===== config.mk =====
export PLATFORM = sky130hd
export DESIGN_NAME = calendar_date_set_editor_unit
export DESIGN_NICKNAME = d
export VERILOG_FILES = /design/src/hw/rtl/cdse_pkg.sv /design/src/hw/rtl/calendar_date_set_editor_unit.sv
export SDC_FILE = /design/constraint.sdc
export NUM_CORES = 1
export LEC_CHECK = 0
export BUFFER_PORTS_ARGS = -buffer_cell sky130_fd_sc_hd__buf_2
export CORE_MARGIN = 4
export CORE_UTILIZATION = 35
export CTS_CLUSTER_DIAMETER = 200
export CTS_CLUSTER_SIZE = 24
export DETAILED_ROUTE_END_ITERATION = 10
export PLACE_DENSITY = 0.55
export SETUP_SLACK_MARGIN = 0.15
export SYNTH_ARGS = -nofsm -noshare
export SYNTH_HDL_FRONTEND = slang
export SYNTH_SLANG_ARGS = --single-unit

===== constraint.sdc =====
create_clock -name clk -period 5.5 [get_ports clk]
set_clock_uncertainty 0.05 [all_clocks]
set_input_delay 0.275 -clock clk [delete_from_list [all_inputs] [get_ports clk]]
set_output_delay 0.275 -clock clk [all_outputs]
set_load 0.05 [all_outputs]

===== src/hw/rtl/cdse_pkg.sv =====
// Package with the request and result types and the calendar constants of the date editor.
package cdse_pkg;

  typedef enum logic [2:0] {
    FN_LOAD      = 3'd0,
    FN_UP        = 3'd1,
    FN_DOWN      = 3'd2,
    FN_NEXT      = 3'd3,
    FN_OPT_RIGHT = 3'd4,
    FN_OPT_LEFT  = 3'd5,
    FN_PRESS     = 3'd6
  } func_t;

  localparam logic [1:0] FIELD_WEEKDAY = 2'd0;
  localparam logic [1:0] FIELD_DAY     = 2'd1;
  localparam logic [1:0] FIELD_MONTH   = 2'd2;
  localparam logic [1:0] FIELD_YEAR    = 2'd3;

  localparam logic [2:0] WEEKDAY_MIN = 3'd1;
  localparam logic [2:0] WEEKDAY_MAX = 3'd7;
  localparam logic [4:0] DAY_MIN     = 5'd1;
  localparam logic [4:0] DAYS_LONG   = 5'd31;
  localparam logic [4:0] DAYS_SHORT  = 5'd30;
  localparam logic [4:0] DAYS_LEAP   = 5'd29;
  localparam logic [4:0] DAYS_FEB    = 5'd28;
  localparam logic [3:0] MONTH_MIN   = 4'd1;
  localparam logic [3:0] MONTH_MAX   = 4'd12;
  localparam logic [6:0] YEAR_MIN    = 7'd0;
  localparam logic [6:0] YEAR_MAX    = 7'd99;

  typedef struct packed {
    func_t      func;
    logic [2:0] load_weekday;
    logic [4:0] load_day;
    logic [3:0] load_month;
    logic [6:0] load_year;
  } req_t;

  typedef struct packed {
    logic [2:0] weekday;
    logic [4:0] day_out;
    logic [3:0] month_out;
    logic [6:0] year_out;
    logic [1:0] field_sel;
    logic       option_sel;
    logic       done_res;
    logic       cancelled;
  } res_t;

endpackage


===== src/hw/rtl/calendar_date_set_editor_unit.sv =====
// Top level of the date set-mode editor: request register, event logic and result register.
// Each request is one knob event (load, up, down, next field, option right, option left or
// press) and gives exactly one result with the date, the selected field, the highlighted
// option and the done and cancelled flags as they stand after the event. A request is taken
// in every cycle unless the result register is full and stalled; an accepted request waits in
// the request register and moves on to the result register once that register is empty or
// being taken, with the combinational field update between them.
// Requests are applied in order, each one seeing the date left by the one before.
module calendar_date_set_editor_unit (
  input  logic          clk,
  input  logic          rst,
  input  logic          req_valid,
  output logic          req_stall,
  input  cdse_pkg::req_t req_data,
  output logic          res_valid,
  input  logic          res_stall,
  output cdse_pkg::res_t res_data
);

  logic           stage_valid;
  cdse_pkg::req_t stage_req;
  logic           stage_move;

  logic [2:0] weekday_reg, weekday_next;
  logic [4:0] day_reg, day_next;
  logic [3:0] month_reg, month_next;
  logic [6:0] year_reg, year_next;
  logic [1:0] field_reg, field_next;
  logic       option_reg, option_next;
  logic       session_active, session_active_next;
  logic       done_next, cancelled_next;
  logic [4:0] day_limit;

  function automatic logic [4:0] month_limit(input logic [3:0] m, input logic [6:0] y);
    logic [4:0] lim;
    lim = cdse_pkg::DAYS_LONG;
    if (m == 4'd4 || m == 4'd6 || m == 4'd9 || m == 4'd11) begin
      lim = cdse_pkg::DAYS_SHORT;
    end else if (m == 4'd2) begin
      lim = (y[1:0] == 2'b00) ? cdse_pkg::DAYS_LEAP : cdse_pkg::DAYS_FEB;
    end
    return lim;
  endfunction

  // The request register drains into the result register when that is empty or being taken.
  assign stage_move = stage_valid && (!res_valid || !res_stall);
  assign req_stall  = stage_valid && !stage_move;

  assign day_limit = month_limit(month_reg, year_reg);

  always_comb begin
    weekday_next        = weekday_reg;
    day_next            = day_reg;
    month_next          = month_reg;
    year_next           = year_reg;
    field_next          = field_reg;
    option_next         = option_reg;
    session_active_next = session_active;
    done_next           = 1'b0;
    cancelled_next      = 1'b0;
    if (stage_req.func == cdse_pkg::FN_LOAD) begin
      weekday_next        = stage_req.load_weekday;
      day_next            = stage_req.load_day;
      month_next          = stage_req.load_month;
      year_next           = stage_req.load_year;
      field_next          = cdse_pkg::FIELD_WEEKDAY;
      option_next         = 1'b0;
      session_active_next = 1'b1;
    end else if (session_active) begin
      case (stage_req.func)
        cdse_pkg::FN_UP: begin
          case (field_reg)
            cdse_pkg::FIELD_WEEKDAY: begin
              weekday_next = (weekday_reg < cdse_pkg::WEEKDAY_MAX) ?
                             weekday_reg + 3'd1 : cdse_pkg::WEEKDAY_MIN;
            end
            cdse_pkg::FIELD_DAY: begin
              day_next = (day_reg < day_limit) ? day_reg + 5'd1 : cdse_pkg::DAY_MIN;
            end
            cdse_pkg::FIELD_MONTH: begin
              month_next = (month_reg < cdse_pkg::MONTH_MAX) ?
                           month_reg + 4'd1 : cdse_pkg::MONTH_MIN;
            end
            default: begin
              year_next = (year_reg < cdse_pkg::YEAR_MAX) ?
                          year_reg + 7'd1 : cdse_pkg::YEAR_MIN;
            end
          endcase
        end
        cdse_pkg::FN_DOWN: begin
          case (field_reg)
            cdse_pkg::FIELD_WEEKDAY: begin
              weekday_next = (weekday_reg > cdse_pkg::WEEKDAY_MIN) ?
                             weekday_reg - 3'd1 : cdse_pkg::WEEKDAY_MAX;
            end
            cdse_pkg::FIELD_DAY: begin
              day_next = (day_reg > cdse_pkg::DAY_MIN) ? day_reg - 5'd1 : day_limit;
            end
            cdse_pkg::FIELD_MONTH: begin
              month_next = (month_reg > cdse_pkg::MONTH_MIN) ?
                           month_reg - 4'd1 : cdse_pkg::MONTH_MAX;
            end
            default: begin
              year_next = (year_reg > cdse_pkg::YEAR_MIN) ?
                          year_reg - 7'd1 : cdse_pkg::YEAR_MAX;
            end
          endcase
        end
        cdse_pkg::FN_NEXT:      field_next  = field_reg + 2'd1;
        cdse_pkg::FN_OPT_RIGHT: option_next = 1'b1;
        cdse_pkg::FN_OPT_LEFT:  option_next = 1'b0;
        cdse_pkg::FN_PRESS: begin
          done_next           = 1'b1;
          cancelled_next      = !option_reg;
          session_active_next = 1'b0;
        end
        default: begin
        end
      endcase
      // A month change pulls the day down to the new month's length.
      if ((stage_req.func == cdse_pkg::FN_UP || stage_req.func == cdse_pkg::FN_DOWN) &&
          field_reg == cdse_pkg::FIELD_MONTH &&
          day_reg > month_limit(month_next, year_reg)) begin
        day_next = month_limit(month_next, year_reg);
      end
    end
  end

  always_ff @(posedge clk) begin
    if (rst) begin
      stage_valid    <= 1'b0;
      res_valid      <= 1'b0;
      weekday_reg    <= 3'd1;
      day_reg        <= 5'd1;
      month_reg      <= 4'd1;
      year_reg       <= 7'd0;
      field_reg      <= 2'd0;
      option_reg     <= 1'b0;
      session_active <= 1'b0;
    end else begin
      if (!stage_valid || stage_move) begin
        stage_valid <= req_valid;
      end
      if (stage_move) begin
        res_valid      <= 1'b1;
        weekday_reg    <= weekday_next;
        day_reg        <= day_next;
        month_reg      <= month_next;
        year_reg       <= year_next;
        field_reg      <= field_next;
        option_reg     <= option_next;
        session_active <= session_active_next;
      end else if (!res_stall) begin
        res_valid <= 1'b0;
      end
    end
  end

  always_ff @(posedge clk) begin
    if (!stage_valid || stage_move) begin
      stage_req <= req_data;
    end
    if (stage_move) begin
      res_data.weekday    <= weekday_next;
      res_data.day_out    <= day_next;
      res_data.month_out  <= month_next;
      res_data.year_out   <= year_next;
      res_data.field_sel  <= field_next;
      res_data.option_sel <= option_next;
      res_data.done_res   <= done_next;
      res_data.cancelled  <= cancelled_next;
    end
  end

endmodule


==> metrics.md, run 1 <==
| Metric | Value |
|---|---|
| Synthesized net count | 537 |
| Delay of the slowest critical-path stage | 0.87 ns |
| Number of pins with negative max-slew slack in the final report | 0 |
| Critical Path Most Common Cell | nor2b_1 |
| Worst R2R End | res_data[19] |
| Max reg flops | 24 |
| Arrival time at the worst endpoint | 3.95 ns |
| Cell area after technology mapping | around 0.0044 mm^2 |
| Critical path launch point type | flip-flop |
| Final critical delay including setup and external delays | 3.913 ns |
| CTS tree | built |
| Drt pass-1 iters | 6 |
| Number of placed instances, taps included | 680 |
| Clk root buf | clkbuf_16 |
| Hold endpoint | stage_req[6] |
| Die W | 120.0 um |
| Vias after detailed routing | 3989 |
| Critical path's top delay family | compound AO/OA/AOI/OAI gates |
| Kind of path behind the tightest hold check | in2reg |
| Warnings from Yosys | 0 |
| Worst reg-to-reg path cell count | 11 |
| Sequential area share after synthesis | 0.4289 |
| Number of hold violations in the final report | 0 |
| GRT Total Usage | 0.1721 |
| Cells after Synth | 491 |
| First-iteration detailed-routing DRC count | 293 |
| Antenna Diode Count | 0 |
| NumNets Final | 569 |
| Top_reg_cell synth | edfxtp_1 |
| Pin slew with the least headroom to its limit | 1.007 ns |
| H-tree Lvls | 3 |
| Maximum buffer depth of the clock tree | 2 |
| Maximum number of pins on one net before global-route repair | 28 |
| Critical path cell sequence | xor2_2 -> nand2_1 -> a221oi_1 -> nor2b_1 -> nor2b_1 -> ha_1 -> a21oi_1 -> o41a_1 -> nand3_1 -> a41oi_1 -> nor2_1 |
| Worst vdd rail ir drop | 244.6 uV |
| Total of cells resized after clock tree synthesis | 0 |
| Area Growth Syn to Fin | 15.00% |
| Remaining number of nets flagged by the antenna check after routing | 0 |
| Slowest cell on the critical path | edfxtp_1 |
| Pwr/cell area | between 200 and 300 mW/mm^2 |
| Post-route worst hold slack | 0.05113 ns |
| Clock slew seen by the registers of the worst setup and hold paths | 0.06 ns |
| Max cap viols | 0 |
| Remaining design rule violation count | 0 |
| Filler cell count | 1230 |
| Hold path start | req_data[6] |
| RSZ-0062 raised after global routing | no |
| CTS Hold Bufs | 0 |
| Category of the worst setup path capture point | flip-flop |
| Number of vias per cell after detailed routing | 5.731 |
| HPWL after DPL | 8312 um |
| Fin cells | 696 |
| Drt total wl | 12110 um |
| Antenna violations before repair | 0 |
| Total of endpoints with negative setup slack in the final report | 0 |
| Peak fanout along the critical path | 25 |
| Result of the run | completed |
| Final weighted congestion in routability-driven placement | about 0.92 |
| Number of buffer cells added on primary ports | 51 |
| Final design instance area without fill | 0.005046 mm^2 |
| First-pass GRT wire length | 19590 um |
| Sinks on the clock net | 71 |
| Standby leakage power | 0.001888 uW |
| Power Total | between 1000 and 1500 uW |
| Avg Cell Area, Syn | around 8.9 um^2 |
| Data required time at the worst endpoint | about 5.5 ns |
| WP depth | 11 |
| Fraction of layout instances using a drive strength above 1 | 0.1629 |
| Initial cell density of the core | 0.3608 |
| Number of top-level design ports | 52 |
| Setup total negative slack | 0 ns |
| Area of the core region | 0.01216 mm^2 |
| Distinct cell type count after synthesis | 73 |
| Hold depth | 1 |
| Part of the cycle the worst path needs | 0.7114 |
| Post-Place Cell Area | 0.004762 mm^2 |
| Wire length per cell after detailed routing | between 15 and 20 um |
| Post-synthesis async set-or-reset flop share | 0 |
| Fmax | around 0.26 GHz |
| Buf+Inv Stages, Crit Path | 0 |
| Register-to-register path setup slack | 1.59 ns |
| Vias in the first global route | about 3800 |
| Cell row count | 40 |
| Overflow left after global routing | 0 |
| Start-to-end type of the worst setup path | reg2reg |
| Post-synth EDFFs | 46 |
| Max-slew headroom at the worst pin | 0.3285 |
| Clock insertion delay at the later pin of the skew report | 0.35 ns |
| Post CTS Setup Buffer Count | 0 |
| Worst reg2reg startpoint | stage_req[19] |
| Post-synthesis sequential element count | between 70 and 80 |
| Die outline area | about 0.014 mm^2 |
| Height of the die | 120.0 um |
| Number of CTS-inserted buffers | 9 |
-- how the worst max path moves through the flow --
stage          slack (ns)           from            to
2_1_floorplan        2.29   month_reg[0]  res_data[16]
3_3_place_gp         1.78  stage_req[19]    day_reg[1]
3_5_place_dp         1.70  stage_req[19]  res_data[16]
4_1_cts              1.68  stage_req[19]  res_data[16]
5_1_grt              1.31  stage_req[19]  res_data[19]
6_report             1.59  stage_req[19]  res_data[19]
-- per-layer routing --
metal,routed length (um),vias to the layer above,GRT usage
met5,0,-,0
met4,179,0,0.05512
met3,681,22,0.04854
met2,5829,135,0.2813
met1,5423,1928,0.2194
li1,-,1904,-
-- synth_stat cells, types with 3 or more instances --
master / count / area, um^2
nand2_1: 49 / 183.9
edfxtp_1: 46 / 1381
nor2_1: 46 / 172.7
clkbuf_1: 32 / 120.1
a21oi_1: 30 / 150.1
o21ai_0: 27 / 135.1
dfxtp_1: 25 / 500.5
inv_1: 21 / 78.83
ha_1: 20 / 250.2
nand3_1: 18 / 90.09
nor3_1: 16 / 80.08
o22ai_1: 9 / 56.30
nand2b_1: 8 / 50.05
o31ai_1: 8 / 60.06
a31oi_1: 7 / 43.79
nor2b_1: 7 / 43.79
and2_1: 6 / 37.54
nand3b_1: 6 / 45.04
a21o_1: 5 / 37.54
nand4_1: 5 / 31.28
a22oi_1: 4 / 30.03
a311oi_1: 4 / 35.03
o211ai_1: 4 / 30.03
o21a_1: 4 / 30.03
o21ai_1: 4 / 20.02
a211o_1: 3 / 26.28
a211oi_1: 3 / 22.52
a41o_1: 3 / 30.03
o211a_1: 3 / 30.03
o32ai_1: 3 / 26.28
or3b_1: 3 / 26.28
xnor2_1: 3 / 26.28
-- cell families after synthesis --
| family | count (synthesis) | share of synthesized area |
|---|---|---|
| and+or+nand+nor | 180 | 0.1999 |
| AOI/OAI and AO/OA | 157 | 0.2512 |
| DFF | 71 | 0.4289 |
| buffers and inverters | 58 | 0.05104 |
| adders and majority gates | 20 | 0.05703 |
| xor gates and xnor gates | 4 | 0.009697 |
| muxes | 1 | 0.002281 |
-- report_power, final --
group	switching (uW)	internal, uW
registers	29.0	596
clock network	227	329
logic	118	59.2
total	374	984
-- cell usage in the layout, fill, tap and decap left out, drive strengths merged, types with 4 or more instances in the layout --
| cell type | n |
|---|---|
| nand2b | 8 |
| a31oi | 8 |
| nor3 | 16 |
| dfxtp | 25 |
| ha | 20 |
| clkinv | 5 |
| a21oi | 31 |
| o31ai | 8 |
| nand2 | 49 |
| edfxtp | 46 |
| nor2b | 7 |
| o211ai | 4 |
| o21ai | 31 |
| a21o | 5 |
| a22oi | 4 |
| clkbuf | 11 |
| nand4 | 5 |
| o21a | 4 |
| buf | 57 |
| or3b | 4 |
| a311oi | 4 |
| and2 | 6 |
| inv | 21 |
| nand3b | 6 |
| nor2 | 46 |
| nand3 | 18 |
| o22ai | 9 |
-- cell type report --
class / instances / area, um^2 / area share
Inverter: 22 / 82.58 / 0.01636
Clock inverter: 5 / 31.28 / 0.006199
Timing Repair Buffer: 57 / 300.3 / 0.05951
Tap cell: 168 / 210.2 / 0.04166
Sequential cell: 71 / 1882 / 0.3729
Multi-Input combinational cell: 362 / 2287 / 0.4533
Clock buffer: 11 / 252.7 / 0.05009
-- worst reg2reg max path: cells and delay by family (launching register included) --
kind / cells / cell delay (ns)
DFF: 1 / 0.87
and+or+nand+nor: 5 / 0.85
xor gates and xnor gates: 1 / 0.44
adders and majority gates: 1 / 0.28
AOI/OAI and AO/OA: 4 / 1.16
-- through the flow --
stage,util,worst slack (ns)
after floorplan,-,2.285
after global placement,0.3916,1.778
after detailed placement,0.3916,1.704
after CTS,0.4149,1.681
after global routing,0.4149,1.307
final,0.4149,1.587
Note: power is estimated with default switching activity, not from simulation.
==> inputs of run 2 (changes only) <==
Settings changed: PLACE_DENSITY 0.55 to 0.56.
Clock period 5.5 ns to 3.5 ns, I/O delays scaled along.
==> metrics.md, run 2 (synthesized netlist as in run 1, its figures left out) <==
| Metric | Value |
|---|---|
| Register-to-register path setup slack | between 0.3 and 0.4 ns |
| H-tree Lvls | 3 |
| Max-slew headroom at the worst pin | 0.5879 |
| Part of the cycle the worst path needs | 0.9115 |
| HPWL after DPL | 8774 um |
| Buf+Inv Stages, Crit Path | 1 |
| Peak fanout along the critical path | 6 |
| Category of the worst setup path capture point | flip-flop |
| Initial cell density of the core | 0.3608 |
| Worst setup startpoint | stage_req[21] |
| Die W | roughly 120 um |
| Area Growth Syn to Fin | 27.57% |
| Number of CTS-inserted buffers | 9 |
| Fin cells | 743 |
| Cell row count | 40 |
| Pin slew with the least headroom to its limit | ~0.6 ns |
| Antenna Diode Count | 0 |
| WP depth | 13 |
| Fraction of layout instances using a drive strength above 1 | 0.2209 |
| Area of the core region | 0.01216 mm^2 |
| Number of pins with negative max-slew slack in the final report | 0 |
| Maximum buffer depth of the clock tree | 2 |
| Clk root buf | clkbuf_16 |
| GRT Total Usage | 0.1778 |
| Die outline area | approximately 0.014 mm^2 |
| Number of vias per cell after detailed routing | approximately 5.5 |
| Most common cell after layout, fill and taps aside | buf_2 |
| Critical path cell sequence | or3b_4 -> a211o_1 -> a41o_1 -> o21a_1 -> o22ai_2 -> inv_1 -> ha_1 -> nand2_1 -> nand2_1 -> o41a_1 -> nand3_1 -> a41oi_1 -> o31ai_1 |
| Final critical delay including setup and external delays | 3.190 ns |
| Number of placed instances, taps included | 697 |
| Remaining design rule violation count | 0 |
| Standby leakage power | 0.002132 uW |
| Drt total wl | 12730 um |
| Number of buffer cells added on primary ports | 51 |
| Slowest cell on the critical path | edfxtp_1 |
| Max reg flops | 24 |
| NumNets Final | 616 |
| Top library cells by usage in the layout, fill and taps aside | buf_2 (51), nand2_1 (49), edfxtp_1 (46), nor2_1 (45), a21oi_1 (30) |
| Pwr/cell area | 405.4 mW/mm^2 |
| Total of endpoints with negative setup slack in the final report | 0 |
| Maximum number of pins on one net before global-route repair | 27 |
| Final weighted congestion in routability-driven placement | 0.9592 |
| First-iteration detailed-routing DRC count | 245 |
| Worst vdd rail ir drop | 266.3 uV |
| Arrival time at the worst endpoint | 3.40 ns |
| Vias in the first global route | 3964 |
| Critical Path Most Common Cell | nand2_1 |
| End point of the critical path | day_reg[3] |
| Setup total negative slack | 0 ns |
| Vias after detailed routing | 4119 |
| Sinks on the clock net | 71 |
| Data required time at the worst endpoint | 3.71 ns |
| Worst reg2reg startpoint | stage_req[21] |
| Clock insertion delay at the later pin of the skew report | 0.35 ns |
| Max cap viols | 0 |
| Height of the die | 120.0 um |
| Drt pass-1 iters | 6 |
| Remaining number of nets flagged by the antenna check after routing | 0 |
| RSZ-0062 raised after global routing | no |
| Clock slew seen by the registers of the worst setup and hold paths | roughly 0.06 ns |
| Kind of path behind the tightest hold check | in2reg |
| Worst reg-to-reg path cell count | 13 |
| CTS tree | built |
| Number of hold violations in the final report | 0 |
| Start-to-end type of the worst setup path | reg2reg |
| Wire length per cell after detailed routing | 17.13 um |
| Critical path launch point type | flip-flop |
| Delay of the slowest critical-path stage | ~0.53 ns |
| Antenna violations before repair | 0 |
| Result of the run | completed |
| Worst R2R End | day_reg[3] |
| Fmax | 0.3134 GHz |
| Overflow left after global routing | 0 |
| Number of top-level design ports | 52 |
| First-pass GRT wire length | 20270 um |
| Critical path's top delay family | compound AO/OA/AOI/OAI gates |
## run 2: power breakdown
| group | internal [uW] | switching (uW) | leakage (uW) |
|---|---|---|---|
| Sequential | 936 | 37.0 | 0.000662 |
| Combinational | 134 | 208 | 0.00132 |
| Clock | 592 | 362 | 0.000148 |
| Total | 1660 | 606 | 0.00213 |
## run 2: cell type report
| cell class | instances | area [um^2] |
|---|---|---|
| inverter | 22 | 86.33 |
| timing repair buffer | 104 | 744.5 |
| clock inverter | 5 | 55.05 |
| multi-input combinational | 362 | 2365 |
| sequential | 71 | 1883 |
| fill | 1170 | 6564 |
| tap | 168 | 210.2 |
| clock buffer | 11 | 254.0 |
## run 2: per-layer routing
layer,vias to the layer above,track usage,routed length [um],share of wire
li1,1997,-,-,-
met1,1983,0.2311,5819,0.46
met2,114,0.2838,6055,0.48
met3,25,0.04194,565,0.044
met4,0,0.07301,286,0.022
met5,-,0,0,0
## run 2: worst reg2reg max path: stages, from the launching register on
cell	delay, ns
edfxtp_1	0.53
or3b_4	0.46
a211o_1	0.23
a41o_1	0.22
o21a_1	0.19
o22ai_2	0.10
inv_1	0.06
ha_1	0.27
nand2_1	0.06
nand2_1	0.07
o41a_1	0.44
nand3_1	0.09
a41oi_1	0.06
o31ai_1	0.26
## run 2: per-stage QoR
| step | cell area, um^2 | power (uW) | setup slack [ns] | util | hold slack (ns) |
|---|---|---|---|---|---|
| final | 5598 | 2269 | 0.3097 | 0.4603 | 0.01150 |
| after global routing | 5598 | 2367 | 0.1269 | 0.4603 | 0.02665 |
| after CTS | 5421 | 2270 | 0.1533 | 0.4458 | 0.002906 |
| after detailed placement | 4890 | 1289 | 0.1666 | 0.4021 | 0.3031 |
| after global placement | 4890 | 1286 | 0.2284 | 0.4021 | 0.3016 |
| after floorplan | 4388 | 1193 | 0.2852 | - | 0.2239 |
## run 2: what timing repair did
item	CTS	global route
resized for setup	1	25
hold buffers	22	0
endpoints found under the hold margin	22	0
pin swaps	0	7
cloned	0	1
buffers inserted	0	7
setup endpoints to repair	1	10
## run 2: worst min-delay path by stage
stage | startpoint | endpoint | slack (ns) | cells past startpoint
6_report | req_valid | stage_valid | 0.01 | 3
5_1_grt | req_valid | stage_valid | 0.03 | 3
4_1_cts | req_valid | stage_valid | 0.003 | 3
3_5_place_dp | req_data[6] | stage_req[6] | 0.30 | 1
3_3_place_gp | req_data[3] | stage_req[3] | 0.30 | 1
2_1_floorplan | req_data[0] | stage_req[0] | 0.22 | 0
